===== config.mk =====
export PLATFORM = sky130hd
export DESIGN_NAME = bfci_mod
export DESIGN_NICKNAME = d
export VERILOG_FILES = /design/src/hdl/bfci_pkg.sv /design/src/hdl/bfci_mod.sv
export SDC_FILE = /design/constraint.sdc
export NUM_CORES = 1
export LEC_CHECK = 0
export BUFFER_PORTS_ARGS = -buffer_cell sky130_fd_sc_hd__buf_2
export CAP_MARGIN = 5
export CORE_ASPECT_RATIO = 1.4
export CORE_UTILIZATION = 50
export CTS_BUF_LIST = sky130_fd_sc_hd__clkbuf_16
export CTS_CLUSTER_SIZE = 8
export DETAILED_ROUTE_END_ITERATION = 7
export PLACE_DENSITY = 0.74
export SLEW_MARGIN = 20
export SYNTH_ARGS = -nofsm -noshare
export SYNTH_HDL_FRONTEND = slang
export SYNTH_SLANG_ARGS = --single-unit

===== constraint.sdc =====
create_clock -name clk -period 6 [get_ports clk]
set_input_delay 0.9 -clock clk [delete_from_list [all_inputs] [get_ports clk]]
set_output_delay 0.9 -clock clk [all_outputs]
set_load 0.01 [all_outputs]

===== src/hdl/bfci_pkg.sv =====
// Shared constants for the canonical-insert bloom filter.
`timescale 1ns / 1ps
`default_nettype none
package bfci_pkg;

    localparam int unsigned FILTER_BITS_DEF = 1048576;
    localparam int unsigned MAX_HASHES_DEF  = 5;
    localparam int unsigned HASH_WIDTH_DEF  = 64;
    localparam int unsigned NUM_KINDS       = 5;
    localparam int unsigned CHAR_W          = 7;
    localparam int unsigned HCNT_W          = 3;
    localparam int unsigned BCNT_W          = 21;
    localparam int unsigned CFG_ADDR_W      = 1;

    localparam logic [CFG_ADDR_W-1:0] REG_HASH_COUNT = 1'd0;
    localparam logic [CFG_ADDR_W-1:0] REG_BIT_COUNT  = 1'd1;

endpackage : bfci_pkg
`default_nettype wire


===== src/hdl/bfci_mod.sv =====
// Restoring remainder unit: one quotient bit per cycle.
`timescale 1ns / 1ps
`default_nettype none
module bfci_mod
    import bfci_pkg::*;
#(
    parameter int unsigned HASH_WIDTH = HASH_WIDTH_DEF,
    parameter int unsigned MW         = BCNT_W
)
(
    input  wire logic                  clk,
    input  wire logic                  rst_n,
    input  wire logic                  start,
    input  wire logic [HASH_WIDTH-1:0] dividend,
    input  wire logic [MW-1:0]         modulus,
    output logic                       done,
    output logic      [MW-1:0]         rem
);

    localparam int unsigned CW = $clog2(HASH_WIDTH + 1);

    logic [HASH_WIDTH-1:0] q_reg;
    logic [MW:0]           r_reg;
    logic [CW-1:0]         cnt_reg;
    logic                  busy_reg;
    logic [MW+1:0]         shifted;
    logic [MW+1:0]         diff;

    assign shifted = {r_reg, q_reg[HASH_WIDTH-1]};
    assign diff    = shifted - (MW+2)'(modulus);

    always_ff @(posedge clk or negedge rst_n)
    begin
        if (!rst_n)
        begin
            busy_reg <= 1'b0;
            done     <= 1'b0;
            cnt_reg  <= '0;
        end
        else
        begin
            done <= !start && busy_reg && (cnt_reg == CW'(1));
            if (start)
            begin
                busy_reg <= 1'b1;
                cnt_reg  <= CW'(HASH_WIDTH);
            end
            else if (busy_reg)
            begin
                cnt_reg <= cnt_reg - 1'b1;
                if (cnt_reg == CW'(1))
                    busy_reg <= 1'b0;
            end
        end
    end

    always_ff @(posedge clk)
    begin
        if (start)
        begin
            q_reg <= dividend;
            r_reg <= '0;
        end
        else if (busy_reg)
        begin
            q_reg <= q_reg << 1;
            if (!diff[MW+1]) r_reg <= diff[MW:0];
            else             r_reg <= shifted[MW:0];
        end
    end

    assign rem = r_reg[MW-1:0];

endmodule : bfci_mod
`default_nettype wire


======== Yosys cells after proc, flatten, opt, wreduce, memory -nomap -nowiden ========
Index checks and enable logic that the tools add are counted.
storage, ports and cells
  input port bits ......................... 88
  logic and storage cells ................. 20
  output and inout port bits .............. 22
  register bits ........................... 95
cells by class
  reduce and logical (&&, ||, !) cells .... 4
  equal/unequal tests ..................... 1
  muxes and demuxes ....................... 8
  add/sub/neg operators ................... 2
operators by type and width
  operator                                                             number
  64-bit two-way mux                                                   2
  23-bit by 21-bit subtractor with 23-bit output                       1
  22-bit two-way mux                                                   1
  7-bit two-way mux                                                    2
  7-bit by 1-bit == test with 1-bit output (second input constant)     1
  7-bit by 1-bit subtractor with 7-bit output (second input constant)  1
  1-bit two-way mux                                                    3
  1-bit logical AND                                                    2
  2-bit nonzero test                                                   1
  1-bit logical NOT                                                    1

======== Depth between registers and ports, before layout ========
  word-level depth ........................ 4
  mapped depth ............................ 11
  mapped depth without buffers ............ 10

======== Worst setup path before layout ========
Ideal clock, no wire load.
  kind .................................... input port to flip-flop
  from .................................... in start
  to ...................................... reg q_reg[0] (enable)
  setup slack ............................. 2883 ps
  cell stages on the path ................. 4
  required time ........................... 5582 ps
  buffers on the path ..................... 2
  arrival ................................. 2700 ps
  library setup time ...................... 418 ps
  cells stage by stage .................... clkbuf_1 > nor2_1 > clkbuf_1 > inv_1
on the way
  cells in the longest elaborated chain, start to end .. 1
RTL lines
  item                                 RTL line        text
  start, declared                      bfci_mod.sv:13  input wire logic start,
  2-bit nonzero test (no source line)  -
  end signal, assigned                 bfci_mod.sv:61  q_reg <= dividend;
  end signal, assigned                 bfci_mod.sv:66  q_reg <= q_reg << 1;
  end, declared                        bfci_mod.sv:22  logic [HASH_WIDTH-1:0] q_reg;
No other way between the ends.
A chain may end at the register's enable or synchronous reset.

======== Worst setup path in the final report ========
  from .................................... in modulus[0]
  to ...................................... reg r_reg[6]
on the way
  cells in the longest elaborated chain, start to end .. 2
RTL lines
  item                                            RTL line        text
  start, declared                                 bfci_mod.sv:15  input wire logic [MW-1:0] modulus,
  23-bit by 21-bit subtractor with 23-bit output  bfci_mod.sv:30  assign diff = shifted - (MW+2)'(modulus);
  22-bit two-way mux                              bfci_mod.sv:67  if (!diff[MW+1]) r_reg <= diff[MW:0];
  end signal, assigned                            bfci_mod.sv:67
  end signal, assigned                            bfci_mod.sv:68  else r_reg <= shifted[MW:0];
  end, declared                                   bfci_mod.sv:23  logic [MW:0] r_reg;
No other way between the ends.

==> flow_summary.yaml <==
worst_setup_path:
  cp_data_arrival_time_ns: 3.38
  required_ns: 6.25
  worstSetupStartpoint: "modulus[0]"
  r2r-start: "q_reg[63]"
  startpoint_type: "input port"
  cpMostUsedCell: "nand4_1"
  slowest_delay_ns: 0.67
  path_cells: "buf_2 > ha_1 > fa_1 > nor2b_1 > o311ai_1 > nand4_1 > nand4_1 > a21oi_4 > mux2i_1 > a211oi_1"
  critPathKind: "input port to register"
  slowest_stage: "a21oi_4"
  critPathMaxFanout: 21
  crit_path_end_kind: "register"
floorplanning:
  rows: 45
  dieArea_mm2: 0.0116
  io_pins: 110
  initial_core_util_pct: 51.2
  fp.dieW_um: 91.2
  die_h_um: 127
  core_mm2: 0.0109
sta:
  worst_pin_slew_ns: 1.05
  drv_slew: 0
  finalSetupViolCount: 0
  tns_ns: 0
  rsz0062_at_grt: "no"
  max_freq_ghz: 0.319
  finalHoldViolCount: 0
  finClkSkew_ns: 0.00950
  period_share_pct: 52.2
  relSlewSlack_pct: 30.0
  fin_crit_ns: 3.13
global_route:
  grtUsageTotal_pct: 20.8
  grt_pass1_wl_um: 18900
  grt_pass1_vias: 4090
  overflow: 0
  grt_start_max_net_pins: 65
  antenna_found_initial: 0
clocking:
  cts_setup_buffers: 0
  insertion_delay_ns: 0.34
  clk_pin_slew_ns: 0.08
  numClockSinks: 95
  cts_buffers: 9
  clock_path_buffers: 2
  cts-resized-gates: 0
  postCtsHoldBufs: 0
  cts_max_level: 3
  clock-root-buffer: "clkbuf_16"
  cts_tree: "yes"
synth:
  postSynthCellCount: 503
  yosysTopAreaCell: "edfxtp_1"
  yosysMostFrequentCell: "edfxtp_1"
  synth-seq-cells: 95
  synth-seq-area-share_pct: 46.5
  synthFlopType: "edfxtp_1"
  avgSynthCellArea_um2: 11.1
  synth_top_area_share_pct: 34.5
  yosys-top-cells-area: "edfxtp_1, mux2_2, dfxtp_1"
  synth_common_cells: "edfxtp_1, mux2_2, nand2_1, inv_1, nor2_1"
  async_flop_share_pct: 9.47
  synth.distinct_cells: 62
  postSynthNetCount: 615
  syn_area_mm2: 0.00557
  synth_edf_count: 64
  synth_warnings: 0
cells_and_area:
  n_antenna_cell: 0
  area_delta_synth_final_pct: 13.6
  largest_reg_flops: 64
  drive_gt1_share_pct: 34.2
  layout.nets: 691
  final_util_pct: 58.2
power:
  total_leakage_power_uw: 0.00275
  ir_drop_v: 0.000165
  powerDensity_mw_per_mm2: 367
route:
  via_count: 4084
  avgViaCountPerCell: 5.63
  drt_wl_total_um: 11800
  ant_nets: 0
  drtIter0Drc: 191
  wl_per_cell_um: 16.3
  post-route-drc-count: 0
  drt_pass1_iterations: 5
run:
  maxCapViolations: 0
placement:
  gp_congestion: 0.901
  dp_hpwl_um: 8500
  portBuffers: 109
status:
  status: "completed"
min_path:
  hold_path_class: "input port to asynchronous set/reset pin"
==> area by class of cell <==
class                   count  area [um2]
clock buffers               9         225
fillers                   947        4540
flip-flops and latches     95        2590
multi-input cells         331        2590
well taps                 141         176
repair buffers            111         561
clock inverters             7        68.8
inverters                  31         116
==> final timing paths <==
kind | end | slack, ns | depth (start not counted)
setup / recovery | r_reg[6] | 2.87 | 10
hold / removal | cnt_reg[3] | 0.40 | 1
setup reg to reg | r_reg[6] | 3.17 | 10
hold reg to reg | r_reg[14] | 0.50 | 2
max in group asynchronous | cnt_reg[5] | 5.43 | 1
min in group clk | r_reg[14] | 0.50 | 2
==> stage by stage <==
| stage | area, um2 | setup slack (ns) | std cells | total power, uW | hold slack (ns) |
|---|---|---|---|---|---|
| after detailed placement | 6030 | 2.55 | 709 | 1750 | 0.498 |
| after CTS | 6320 | 2.92 | 725 | 2330 | 0.394 |
| final | 6320 | 2.87 | 725 | 2320 | 0.398 |
| after global placement | 6030 | 2.59 | 709 | 1730 | 0.483 |
| after global routing | 6320 | 2.66 | 725 | 2460 | 0.400 |
| after floorplan | 5570 | 2.88 | 503 | 1600 | 0.458 |
==> critical path: cells and delay by family <==
family | cells | cell delay, ns
AND/OR/NAND/NOR | 3 | 0.52
multiplexers | 1 | 0.16
adder cells (fa/ha/maj) | 2 | 0.63
buffers and inverters | 1 | 0.10
AO/OA/AOI/OAI | 3 | 1.07
==> placed cells by master, fill, tap and decap left out, types with 3 or more instances in the layout <==
cell type	count
inv_1	29
and2_1	3
ha_1	23
a311oi_1	5
o311ai_1	4
mux2_2	63
buf_2	109
mux2i_1	11
clkbuf_16	9
nand4_1	7
o211ai_1	3
dfrtp_1	9
nor2_1	30
nand2_1	32
a21oi_1	13
a21o_1	6
and3_1	6
o21ai_0	8
a211oi_1	5
nor3_1	8
xnor2_1	13
edfxtp_1	64
nor2b_1	4
xor2_1	5
o21ai_1	10
and4_1	3
nand2b_1	6
inv_8	3
dfxtp_1	22
a32oi_1	8
o21a_1	6
nand3_1	10
o31ai_1	4
==> kinds of logic after synthesis <==
group | synth area share, %
muxes | 14.7
and+or+nand+nor | 10.6
buffers and inverters | 6.97
xor gates and xnor gates | 2.83
adders and majority gates | 5.53
AOI/OAI and AO/OA | 12.8
DFF | 46.5
==> power by group <==
group | switching (uW) | internal, uW | leakage (uW) | total, uW
logic | 454 | 371 | 0.00164 | 825
registers | 87.1 | 835 | 0.000970 | 922
clock network | 277 | 295 | 0.000146 | 572
total | 818 | 1500 | 0.00275 | 2320
==> routing by layer <==
| metal | track usage [%] | vias up | part of all wire [%] |
|---|---|---|---|
| li1 | - | 1987 | - |
| met3 | 5.40 | 28 | 6.8 |
| met1 | 23.9 | 1926 | 41 |
| met4 | 8.68 | 0 | 2.3 |
| met5 | 0 | - | 0 |
| met2 | 36.5 | 143 | 50 |
(Power assumes the default switching activity.)
